--- src/hw/rtl/mipsx_ram.sv ---
// ----------------------------------------------------------------------------
// mipsx_ram
// Generic single-write, single-read synchronous RAM with registered read.
// ----------------------------------------------------------------------------
`timescale 1ns / 1ps
`default_nettype none

module mipsx_ram #(
  parameter int Width = 32,
  parameter int Depth = 32
) (
  input  wire logic                     clk_i,
  input  wire logic                     we_i,
  input  wire logic [$clog2(Depth)-1:0] waddr_i,
  input  wire logic [Width-1:0]         wdata_i,
  input  wire logic                     re_i,
  input  wire logic [$clog2(Depth)-1:0] raddr_i,
  output      logic [Width-1:0]         rdata_o
);

  logic [Width-1:0] mem_q [Depth];

  always_ff @(posedge clk_i) begin
    if (we_i) begin
      mem_q[waddr_i] <= wdata_i;
    end
    if (re_i) begin
      rdata_o <= mem_q[raddr_i];
    end
  end

endmodule

`default_nettype wire

--- config.mk ---
export PLATFORM = sky130hd
export DESIGN_NAME = mipsx_ram
export DESIGN_NICKNAME = d
export VERILOG_FILES = /design/src/hw/rtl/mipsx_ram.sv
export SDC_FILE = /design/constraint.sdc
export NUM_CORES = 1
export LEC_CHECK = 0
export BUFFER_PORTS_ARGS = -buffer_cell sky130_fd_sc_hd__buf_2
export CAP_MARGIN = 20
export CORE_MARGIN = 2
export CORE_UTILIZATION = 35
export CTS_BUF_LIST = sky130_fd_sc_hd__clkbuf_8 sky130_fd_sc_hd__clkbuf_16
export CTS_CLUSTER_SIZE = 28
export DETAILED_ROUTE_END_ITERATION = 8
export GPL_TIMING_DRIVEN = 0
export PLACE_DENSITY_LB_ADDON = 0.08
export RECOVER_POWER = 100
export SLEW_MARGIN = 20
export SYNTH_ARGS = -nofsm -noshare
export SYNTH_HDL_FRONTEND = slang
export SYNTH_SLANG_ARGS = --single-unit
--- constraint.sdc ---
create_clock -name clk_i -period 7.7 [get_ports clk_i]
set_clock_uncertainty 0.15 [all_clocks]
set_input_delay 1.54 -clock clk_i [delete_from_list [all_inputs] [get_ports clk_i]]
set_output_delay 1.54 -clock clk_i [all_outputs]
set_load 0.005 [all_outputs]
==> impl_results.md <==
- Largest net degree at the start of global routing: 33
- Required time worst endpoint: roughly 7.8 ns
- NumNets Final: between 2k and 3k
- Antenna violations before repair: 3
- Most common cell type on the critical path: sky130_fd_sc_hd__clkbuf_1
- Share of async-settable or async-resettable flops after synthesis: 0%
- Maximum clock frequency: ~0.2 GHz
- Max-capacitance violation count: just under 50
- Register bit total from synthesis: around 1.1k
- DIE AREA: about 0.12 sq mm
- GRT Max-Usage Layer: met2
- Top_reg_cell synth: sky130_fd_sc_hd__edfxtp_1
- R2R setup slack: between 5 and 6 ns
- Share of the synthesized area in the top cell type: roughly 78%
- Cell Area, Synth: 0.0408 sq mm
- IO buf count: 75
- Layout Cells excl Fill: between 4k and 5k
- Number of warning messages in the yosys log: 0
- Area added between synthesis and finish: 14.1%
- Count of cell types in the netlist: 24
- Cts hold-fix bufs: 0
- Total congestion overflow: 0
- Detail Route Antenna Nets: 0
- Post-Route Setup TNS: 0 ns
- Initial DRC Count: roughly 1.4k
- Synthesized instance count: about 2.3k
- Type of element capturing the critical path: flip-flop
- Result of the run: finished, violations left
- Number of synthesized flops with an enable pin: ~1.1k
- CP bufs+invs: 3
- Final setup violation count: 0
- Critical path startpoint category: input port
- Via count normalized by instance count: roughly 5.1
- Worst-margin pin slew: approximately 2.3 ns
- Critical Path, Cell by Cell: clkbuf_1 -> or3b_2 -> clkbuf_1 -> nor2_1 -> clkbuf_1
- Height of the chip: between 300 and 400 um
- Register area share after synthesis: between 70% and 80%
- Time the final worst path needs with I/O delays and setup: slightly above 5 ns
- Critical path capture point: mem_q[4][16]
- Area contributors post-synth: sky130_fd_sc_hd__edfxtp_1 (78%), sky130_fd_sc_hd__mux2i_1 (13%), sky130_fd_sc_hd__a22oi_1 (1.8%), sky130_fd_sc_hd__a22o_1 (1.4%), sky130_fd_sc_hd__nand3_1 (1.2%)
- Number of cell rows: roughly 130
- Cell with the most instances after synthesis: sky130_fd_sc_hd__edfxtp_1
- Clock tree root buffer cell: sky130_fd_sc_hd__clkbuf_16
- Cell total after placement: between 3k and 4k
- Total power: ~12 mW
- Unrepaired setup endpoints after global routing: false
- Worst Setup Path Type: in2reg
- Total routing usage reported by global routing: 18.2%
- Met1 demand-to-capacity share in global routing: around a quarter
- Aggregate routed wire length: ~110000 um
- Post-synthesis area per instance: 18.1 sq um
- Via count of the first global-routing pass: about 22k
- DR vias: roughly 21k
- Clk Latency, worst-skew pair: approximately 0.68 ns
- Final-layout worst hold slack: ~0.56 ns
- Power density over the cells: about 260 mW/mm^2
- CTS tree: done
- Worst relative slew slack: -54.8%
- Data arrival time at the worst-slack endpoint: just over 5 ns
- Hold Crit Class: reg2reg
- Average detailed-routed wire length per instance: approximately 27 um
- Clock transition at the register clock pins on the worst setup and hold paths after CTS: ~0.060 ns
- Maximum fanout along the worst path: 17
- Count of buffers added by post-CTS timing repair for setup: 0
- Pins Over Slew Limit: 1169
- Count of fill cells added during filler insertion: roughly 11k
- Synth Net Count: between 2k and 2.5k
- Wire length of the first global-routing pass: about 160000 um
- Crit-path leading delay family: simple AND/OR/NAND/NOR gates
- Utilization after layout: ~40%
- LEAKAGE: between 15 and 20 nW
- Drt first pass iters: 5
- End of the worst register-to-register path: rdata_o[11]
- CTS sink count: between 1k and 1.5k
- Share of cells above drive strength 1: 9.25%
- Critical path's largest stage delay: approximately 1.6 ns
- Fin. Hold Viols: 0
- Post-route DRC: 0
- Dominant cell type by area after synthesis: sky130_fd_sc_hd__edfxtp_1
- Floorplan die width: 345 um
- Total clock buffers created by CTS: about 110
- Crit. Startpoint: waddr_i[1]
- Global placement routability congestion: about 0.78
- Period utilisation layout: between 60 and 70%
- Standard cell core area: between 0.1 and 0.15 sq mm
- Starting Density: 35.2%
- I/O Pins: 77
- Worst reg-to-reg path cell count: 5
- Met2 Resource Use GR: between 30% and 40%
- Top cells by instance count after synthesis: sky130_fd_sc_hd__edfxtp_1 (1056), sky130_fd_sc_hd__mux2i_1 (512), sky130_fd_sc_hd__nand2_1 (98), sky130_fd_sc_hd__nand3_1 (98)
- Critical path depth: 5
- Launching point of the worst reg2reg path: mem_q[3][11]
- Worst VDD drop: about 160 uV
- Number of gates given a new drive strength after cts: 0
- Met3 GRT Util: under 10%
- Violations in the final reports: max-capacitance violations, max-slew violations
- CTS H-tree depth: 3
- Max Root-Sink Buffers: 3
- DPL Wire Length: 74900 um
- Cell with the largest stage delay on the worst path: sky130_fd_sc_hd__nor2_1
placed cells by master (no fill, tap or decap), types with 3 or more instances in the layout:
master and count:
sky130_fd_sc_hd__clkinv_1 30, sky130_fd_sc_hd__mux2i_1 512, sky130_fd_sc_hd__edfxtp_1 1056, sky130_fd_sc_hd__a22o_1 64, sky130_fd_sc_hd__a21oi_1 96, sky130_fd_sc_hd__diode_2 3, sky130_fd_sc_hd__nand3b_1 5, sky130_fd_sc_hd__clkinv_2 11
sky130_fd_sc_hd__nand2_1 98, sky130_fd_sc_hd__a31oi_1 32, sky130_fd_sc_hd__bufinv_16 4, sky130_fd_sc_hd__buf_4 33, sky130_fd_sc_hd__nor3_1 32, sky130_fd_sc_hd__clkinvlp_4 3, sky130_fd_sc_hd__buf_6 15, sky130_fd_sc_hd__clkbuf_16 117
sky130_fd_sc_hd__nand3_1 98, sky130_fd_sc_hd__inv_1 30, sky130_fd_sc_hd__a22oi_1 96, sky130_fd_sc_hd__buf_1 4, sky130_fd_sc_hd__or3b_2 3, sky130_fd_sc_hd__clkbuf_1 143, sky130_fd_sc_hd__nor2_1 34, sky130_fd_sc_hd__buf_2 47
registers in the layout, summed over array words and instances (netlist names):
name     flops
mem_q     1024
rdata_o     32
stage by stage:
| stage | cell area [sq um] | worst slack, ns |
|---|---|---|
| 3_3_place_gp | 43100 | 1.51 |
| 6_report | 46600 | 2.65 |
| 3_5_place_dp | 44400 | 3.26 |
| 5_1_grt | 46500 | 2.52 |
| 4_1_cts | 47800 | 4.01 |
| 2_1_floorplan | 40800 | 3.58 |
tightest hold or removal path, cell delays in order (launching register included):
cell,delay [ns]
sky130_fd_sc_hd__edfxtp_1,0.32
sky130_fd_sc_hd__mux2i_1,0.06
sky130_fd_sc_hd__nand2_1,0.06
sky130_fd_sc_hd__nand3_1,0.06
sky130_fd_sc_hd__nand3_1,0.09
power breakdown:
| part | total, mW | internal (mW) | switching (mW) |
|---|---|---|---|
| clock network | 4.97 | 2.84 | 2.14 |
| registers | 6.44 | 6.43 | 0.0178 |
| logic | 0.644 | 0.189 | 0.455 |
worst min path at each step:
stage,startpoint,to,slack [ns],cells after the start
2_1_floorplan,mem_q[16][10],rdata_o[10],0.48,4
3_5_place_dp,mem_q[26][5],rdata_o[5],0.55,4
6_report,mem_q[26][5],rdata_o[5],0.56,4
4_1_cts,mem_q[26][5],rdata_o[5],0.57,4
3_3_place_gp,mem_q[10][29],rdata_o[29],0.55,4
5_1_grt,mem_q[26][18],rdata_o[18],0.61,4
cell type report:
class / instances / area, sq um / share of cell area (%)
multi-input cells: 1077 / 8340 / 17.9
flip-flops and latches: 1056 / 31700 / 68.1
well taps: 1524 / 1910 / 4.10
repair buffers: 117 / 473 / 1.02
clock buffers: 117 / 2930 / 6.29
diodes: 3 / 7.51 / 0.0161
clock inverters: 80 / 440 / 0.946
plain buffers: 127 / 746 / 1.60
cells by family (layout without fill, tap and decap cells):
family,Yosys count,after routing,synth area share (%)
AOI/OAI and AO/OA,288,288,4.81
and+or+nand+nor,277,277,3.08
other,0,3,0
muxes,512,512,12.6
buffers and inverters,127,441,1.85
DFF,1056,1056,77.7
layer usage:
layer | vias to the layer above | wire [um]
met2 | 420 | 54500
met4 | 4 | 2450
met5 | - | 25
met1 | 10828 | 48500
li1 | 9463 | -
met3 | 152 | 4790
Power figures use the tool's default switching activity.
