$ cat src/hw/rtl/mipsx_pkg.sv
// ----------------------------------------------------------------------------
// mipsx_pkg
// Shared types, opcode and function codes for the MIPS32 subset executor.
// ----------------------------------------------------------------------------
`timescale 1ns / 1ps
`default_nettype none

package mipsx_pkg;

  // primary opcodes
  localparam logic [5:0] OP_SPECIAL = 6'h00;
  localparam logic [5:0] OP_REGIMM  = 6'h01;
  localparam logic [5:0] OP_J       = 6'h02;
  localparam logic [5:0] OP_JAL     = 6'h03;
  localparam logic [5:0] OP_BEQ     = 6'h04;
  localparam logic [5:0] OP_BNE     = 6'h05;
  localparam logic [5:0] OP_BLEZ    = 6'h06;
  localparam logic [5:0] OP_BGTZ    = 6'h07;
  localparam logic [5:0] OP_ADDI    = 6'h08;
  localparam logic [5:0] OP_ADDIU   = 6'h09;
  localparam logic [5:0] OP_SLTI    = 6'h0a;
  localparam logic [5:0] OP_SLTIU   = 6'h0b;
  localparam logic [5:0] OP_ANDI    = 6'h0c;
  localparam logic [5:0] OP_ORI     = 6'h0d;
  localparam logic [5:0] OP_XORI    = 6'h0e;
  localparam logic [5:0] OP_LUI     = 6'h0f;
  localparam logic [5:0] OP_LB      = 6'h20;
  localparam logic [5:0] OP_LH      = 6'h21;
  localparam logic [5:0] OP_LW      = 6'h23;
  localparam logic [5:0] OP_LBU     = 6'h24;
  localparam logic [5:0] OP_LHU     = 6'h25;
  localparam logic [5:0] OP_SB      = 6'h28;
  localparam logic [5:0] OP_SH      = 6'h29;
  localparam logic [5:0] OP_SW      = 6'h2b;

  // SPECIAL function codes
  localparam logic [5:0] FN_SLL     = 6'h00;
  localparam logic [5:0] FN_SRL     = 6'h02;
  localparam logic [5:0] FN_SRA     = 6'h03;
  localparam logic [5:0] FN_SLLV    = 6'h04;
  localparam logic [5:0] FN_SRLV    = 6'h06;
  localparam logic [5:0] FN_SRAV    = 6'h07;
  localparam logic [5:0] FN_JR      = 6'h08;
  localparam logic [5:0] FN_JALR    = 6'h09;
  localparam logic [5:0] FN_SYSCALL = 6'h0c;
  localparam logic [5:0] FN_MFHI    = 6'h10;
  localparam logic [5:0] FN_MTHI    = 6'h11;
  localparam logic [5:0] FN_MFLO    = 6'h12;
  localparam logic [5:0] FN_MTLO    = 6'h13;
  localparam logic [5:0] FN_MULT    = 6'h18;
  localparam logic [5:0] FN_MULTU   = 6'h19;
  localparam logic [5:0] FN_DIV     = 6'h1a;
  localparam logic [5:0] FN_DIVU    = 6'h1b;
  localparam logic [5:0] FN_ADD     = 6'h20;
  localparam logic [5:0] FN_ADDU    = 6'h21;
  localparam logic [5:0] FN_SUB     = 6'h22;
  localparam logic [5:0] FN_SUBU    = 6'h23;
  localparam logic [5:0] FN_AND     = 6'h24;
  localparam logic [5:0] FN_OR      = 6'h25;
  localparam logic [5:0] FN_XOR     = 6'h26;
  localparam logic [5:0] FN_NOR     = 6'h27;
  localparam logic [5:0] FN_SLT     = 6'h2a;
  localparam logic [5:0] FN_SLTU    = 6'h2b;

  // REGIMM rt codes
  localparam logic [4:0] RI_BLTZ    = 5'h00;
  localparam logic [4:0] RI_BGEZ    = 5'h01;
  localparam logic [4:0] RI_BLTZAL  = 5'h10;
  localparam logic [4:0] RI_BGEZAL  = 5'h11;

  localparam logic [4:0]  REG_V0    = 5'd2;
  localparam logic [4:0]  REG_RA    = 5'd31;
  localparam logic [31:0] HALT_CODE = 32'h0000_000a;

  typedef enum logic [1:0] {
    MD_MULT,
    MD_MULTU,
    MD_DIV,
    MD_DIVU
  } md_op_e;

  typedef enum logic [2:0] {
    MEM_LB,
    MEM_LH,
    MEM_LW,
    MEM_LBU,
    MEM_LHU,
    MEM_SB,
    MEM_SH,
    MEM_SW
  } mem_op_e;

  typedef struct packed {
    logic        kind;
    logic [31:0] instruction;
    logic [9:0]  load_index;
    logic [31:0] load_value;
  } in_t;

  typedef struct packed {
    logic [31:0] pc_next;
    logic        reg_write;
    logic [4:0]  reg_index;
    logic [31:0] reg_value;
    logic        mem_write;
    logic [9:0]  mem_index;
    logic [31:0] mem_value;
    logic [31:0] hi_value;
    logic [31:0] lo_value;
    logic        halted;
  } out_t;

  // decoded and executed view of one instruction
  typedef struct packed {
    logic [31:0] npc;
    logic        wr;
    logic [4:0]  widx;
    logic [31:0] wval;
    logic [31:0] hi_n;
    logic [31:0] lo_n;
    logic        halt_set;
    logic        md;
    md_op_e      md_op;
    logic        mem;
    mem_op_e     mem_op;
    logic [31:0] ea;
  } exec_t;

endpackage

`default_nettype wire

$ cat src/hw/rtl/mipsx_muldiv.sv
// ----------------------------------------------------------------------------
// mipsx_muldiv
// Iterative multiply / divide unit: one bit per cycle, 32 steps plus a sign
// fix-up step.
// ----------------------------------------------------------------------------
`timescale 1ns / 1ps
`default_nettype none

module mipsx_muldiv (
  input  wire logic               clk_i,
  input  wire logic               rst_ni,
  input  wire logic               start_i,
  input  wire mipsx_pkg::md_op_e  op_i,
  input  wire logic [31:0]        a_i,
  input  wire logic [31:0]        b_i,
  output      logic               done_o,
  output      logic [31:0]        hi_o,
  output      logic [31:0]        lo_o
);

  logic        busy_q, done_q;
  logic [5:0]  cnt_q;
  logic [31:0] acc_hi_q, acc_lo_q, opnd_q;
  logic        div_q, qneg_q, rneg_q;

  logic        sgn;
  logic [31:0] ma, mb;
  logic [32:0] mul_sum, div_sh, div_diff;
  logic        div_ge;
  logic [63:0] prod, prod_fix;

  always_comb begin
    sgn      = (op_i == mipsx_pkg::MD_MULT) || (op_i == mipsx_pkg::MD_DIV);
    ma       = (sgn && a_i[31]) ? (32'd0 - a_i) : a_i;
    mb       = (sgn && b_i[31]) ? (32'd0 - b_i) : b_i;
    mul_sum  = {1'b0, acc_hi_q} + (acc_lo_q[0] ? {1'b0, opnd_q} : 33'd0);
    div_sh   = {acc_hi_q, acc_lo_q[31]};
    div_diff = div_sh - {1'b0, opnd_q};
    div_ge   = !div_diff[32];
    prod     = {acc_hi_q, acc_lo_q};
    prod_fix = qneg_q ? (64'd0 - prod) : prod;
  end

  always_ff @(posedge clk_i or negedge rst_ni) begin
    if (!rst_ni) begin
      busy_q <= 1'b0;
      done_q <= 1'b0;
      cnt_q  <= '0;
    end else begin
      done_q <= 1'b0;
      if (start_i) begin
        busy_q <= 1'b1;
        cnt_q  <= '0;
      end else if (busy_q) begin
        if (cnt_q[5]) begin
          busy_q <= 1'b0;
          done_q <= 1'b1;
        end else begin
          cnt_q <= cnt_q + 6'd1;
        end
      end
    end
  end

  always_ff @(posedge clk_i) begin
    if (start_i) begin
      div_q    <= (op_i == mipsx_pkg::MD_DIV) || (op_i == mipsx_pkg::MD_DIVU);
      qneg_q   <= sgn && (a_i[31] ^ b_i[31]);
      rneg_q   <= sgn && a_i[31];
      acc_hi_q <= '0;
      if ((op_i == mipsx_pkg::MD_DIV) || (op_i == mipsx_pkg::MD_DIVU)) begin
        acc_lo_q <= ma;
        opnd_q   <= mb;
      end else begin
        acc_lo_q <= mb;
        opnd_q   <= ma;
      end
    end else if (busy_q) begin
      if (cnt_q[5]) begin
        if (div_q) begin
          lo_o <= qneg_q ? (32'd0 - acc_lo_q) : acc_lo_q;
          hi_o <= rneg_q ? (32'd0 - acc_hi_q) : acc_hi_q;
        end else begin
          lo_o <= prod_fix[31:0];
          hi_o <= prod_fix[63:32];
        end
      end else if (div_q) begin
        acc_hi_q <= div_ge ? div_diff[31:0] : div_sh[31:0];
        acc_lo_q <= {acc_lo_q[30:0], div_ge};
      end else begin
        acc_hi_q <= mul_sum[32:1];
        acc_lo_q <= {mul_sum[0], acc_lo_q[31:1]};
      end
    end
  end

  assign done_o = done_q;

endmodule

`default_nettype wire

$ cat config.mk
export PLATFORM = sky130hd
export DESIGN_NAME = mipsx_muldiv
export DESIGN_NICKNAME = d
export VERILOG_FILES = /design/src/hw/rtl/mipsx_pkg.sv /design/src/hw/rtl/mipsx_muldiv.sv
export SDC_FILE = /design/constraint.sdc
export NUM_CORES = 1
export LEC_CHECK = 0
export ABC_AREA = 1
export BUFFER_PORTS_ARGS = -buffer_cell sky130_fd_sc_hd__buf_2
export CORE_AREA = 2 2 169 237
export CTS_CLUSTER_SIZE = 10
export DETAILED_ROUTE_END_ITERATION = 10
export DIE_AREA = 0 0 171 239
export RECOVER_POWER = 100
export SKIP_LAST_GASP = 1
export SLEW_MARGIN = 0
export SYNTH_ARGS = -nofsm -noshare
export SYNTH_HDL_FRONTEND = slang
export SYNTH_SLANG_ARGS = --single-unit
$ cat constraint.sdc
create_clock -name clk_i -period 3.56 [get_ports clk_i]
set_clock_uncertainty 0.05 [all_clocks]
set_input_delay 0.534 -clock clk_i [delete_from_list [all_inputs] [get_ports clk_i]]
set_output_delay 0.534 -clock clk_i [all_outputs]
set_load 0.05 [all_outputs]
==> out/metrics.cfg <==
[layout]
final_cell_mix = nand2_1, inv_1, nor2_1, nand3_1, o21ai_0
final_cell_area_sq_um = 18700
area_growth_syn_to_layout_pct = 10.9
fin_nets = 2968
drive_gt1_frac = 0.0581
num-fill-cells = 4279
layout_commonest_cell = nand2_1
diodes = 0

[critical_path]
cp_top_family = buffers and inverters
crit_cells = 4
critPathKind = in -> reg
ff2ff_path_depth = 11
path_cells = clkbuf_1 -> clkbuf_2 -> o211ai_1 -> o21ai_0
cp_max_fo = 90
cp-start-kind = input pin
crit_slowest_cell = clkbuf_2
worstPathRequired_ps = 3790
critPathBufInv = 2
end_kind = flop
critPathArrivalTime_ps = 3500
max_stage_delay_ps = 1570

[place]
pre_cts_ws_ps = 458
place_area_sq_um = 18200
io_buffers = 133
dp_hpwl_mm = 59.6
globalplace.congestion = 1.03

[outcome]
violations = capacitance limit, slew limit
status = finished with violations

[timing]
slew_viol_final = 188
setup_viol_count_final = 0
period_share = 0.917
worst_slack_ps = 296
rsz0062_at_grt = false
finalSetupTns_ps = 0
worstMarginPinSlew_ps = 2050
hold_viol_final = 0
relSlewSlack = -0.364
fmax_ghz = 0.306
final.min_clock_period_ps = 3260

[clock_tree]
root_buffer = clkbuf_16
cts_tree = yes
clkTransAtPathRegs_ps = 80
post_cts_resized = 0
insertion_delay_ps = 480
cts.sinks = 171
clockBufferDepth = 2
htreeDepth = 4
cts_setup_buffers = 0
cts_buffers = 17
cts_hold_buf = 1

[global_route]
antenna_found_initial = 1
grt_start_max_net_pins = 91
grt_pass1_vias = 17700
grt_pass1_wl_mm = 105
grt-ovfl-total = 0
grt_usage = 0.355

[yosys]
synth_largest_area_cell = edfxtp_1
yosysWarnings = 0
netlist_instances = 2712
synth.distinct_cells = 47
synth_nets = 2852
syn_area_sq_um = 16900
synth_seq_cells = 171
avgSynthCellArea_sq_um = 6.22
ys_seq_area_frac = 0.283
synth_top_area_share = 0.233
synthTopCellsByArea = edfxtp_1, nand2_1, inv_1, nor2_1, xor2_1

[detailed_routing]
drc = 0
vias_per_cell = 5.43
firstDrtPassIters = 6
wl_per_cell_um = 21.4
vias = 18300
drt_iter0_drc = 1622
wl_mm = 72.1
detail-route-antenna-nets = 0

[die]
die_area_sq_um = 40900
core_region_area_sq_um = 39000
num_rows = 86
io_pins = 134
initial_core_util = 0.433
fp.dieW_um = 171
die_h_um = 239

[power_and_ir_drop]
leakage_nw = 9.27
peakVddDrop_uv = 374
power_density_nw_per_um2 = 510

[job]
cap_violations = 3

[hold_path]
min_path_cells = 2
hold_path.class = in -> reg

flip-flops by register name, indices dropped and copies added (netlist names):
register / count
rneg_q: 1
div_q: 1
opnd_q: 32
acc_lo_q: 32
hi_o: 32
qneg_q: 1
lo_o: 32
cnt_q: 6
done_o: 1
acc_hi_q: 32
busy_q: 1
layer usage:
layer	track usage	wire (um)
met1	0.383	26200
met3	0.0364	3370
met5	0	13
met2	0.606	34800
met4	0.326	7720
worst register-to-register path, cell delays in order (launching register included):
cell and delay, ps:
edfxtp_1 370, buf_4 210, inv_1 110, nand4_1 180
nor3_1 460, nand2_1 210, nor2_1 450, nor2_1 200
nor2_1 280, o211ai_1 140, nand2_1 110, xor2_1 270
power by group:
part / internal [mW] / switching (mW) / total (mW)
Sequential: 2.42 / 0.323 / 2.75
Combinational: 1.44 / 3.37 / 4.81
Clock: 1.06 / 0.923 / 1.98
synthesized netlist by cell type (all sizes together):
library cell	number
clkbuf	63
o22ai	5
o21a	4
ha	69
nor3	34
and3	1
mux2i	2
dfxtp	32
nand4	39
a211oi	2
nand3	185
o31ai	6
a31oi	20
xnor2	19
a22oi	4
a21oi	146
nor4	7
dfrtp	8
nand3b	15
clkinv	1
xor2	112
o211ai	18
buf	22
o21bai	6
a22o	1
a21o	8
and2	4
or2	13
o21ai	181
fa	2
nand2	857
nor2	303
inv	390
o2111ai	1
edfxtp	131
o311ai	1
cells by family (layout without fill, tap and decap cells):
logic type      count (synthesis)  count (layout)  synth area share
flops                         171             171             0.283
fa+ha+maj                      71              71            0.0535
buf+inv                       476             605             0.108
xor+xnor                      131             131            0.0680
compound gates                403             403             0.129
simple gates                 1458            1458             0.357
mux                             2               2           0.00119
final timing paths:
| check | end | startpoint | slack, ps |
|---|---|---|---|
| worst max-delay path | acc_lo_q[19] | start_i | 300 |
| worst min-delay path | rneg_q | op_i[0] | 400 |
| worst max register to register | hi_o[9] | acc_lo_q[0] | 320 |
| worst min register to register | cnt_q[0] | cnt_q[0] | 490 |
| max in group asynchronous | cnt_q[2] | rst_ni | 2650 |
| min in group asynchronous | busy_q | rst_ni | 500 |
area by class of cell:
class	count	area, sq um	share of cell area
multi-input cells	2065	10300	0.549
flip-flops and latches	171	4770	0.255
inverters	391	1470	0.0785
repair buffers	182	937	0.0501
well taps	528	661	0.0353
clock buffers	17	425	0.0227
clock inverters	15	180	0.00963
stage by stage:
stage	power, mW	utilization	hold slack (ps)	cells
2_1_floorplan	5.69	-	188	2712
3_3_place_gp	7.48	0.468	339	3336
3_5_place_dp	7.50	0.468	336	3336
4_1_cts	9.48	0.484	327	3369
5_1_grt	10.1	0.480	409	3369
6_report	9.54	0.480	396	3369
Power figures use the tool's default switching activity.
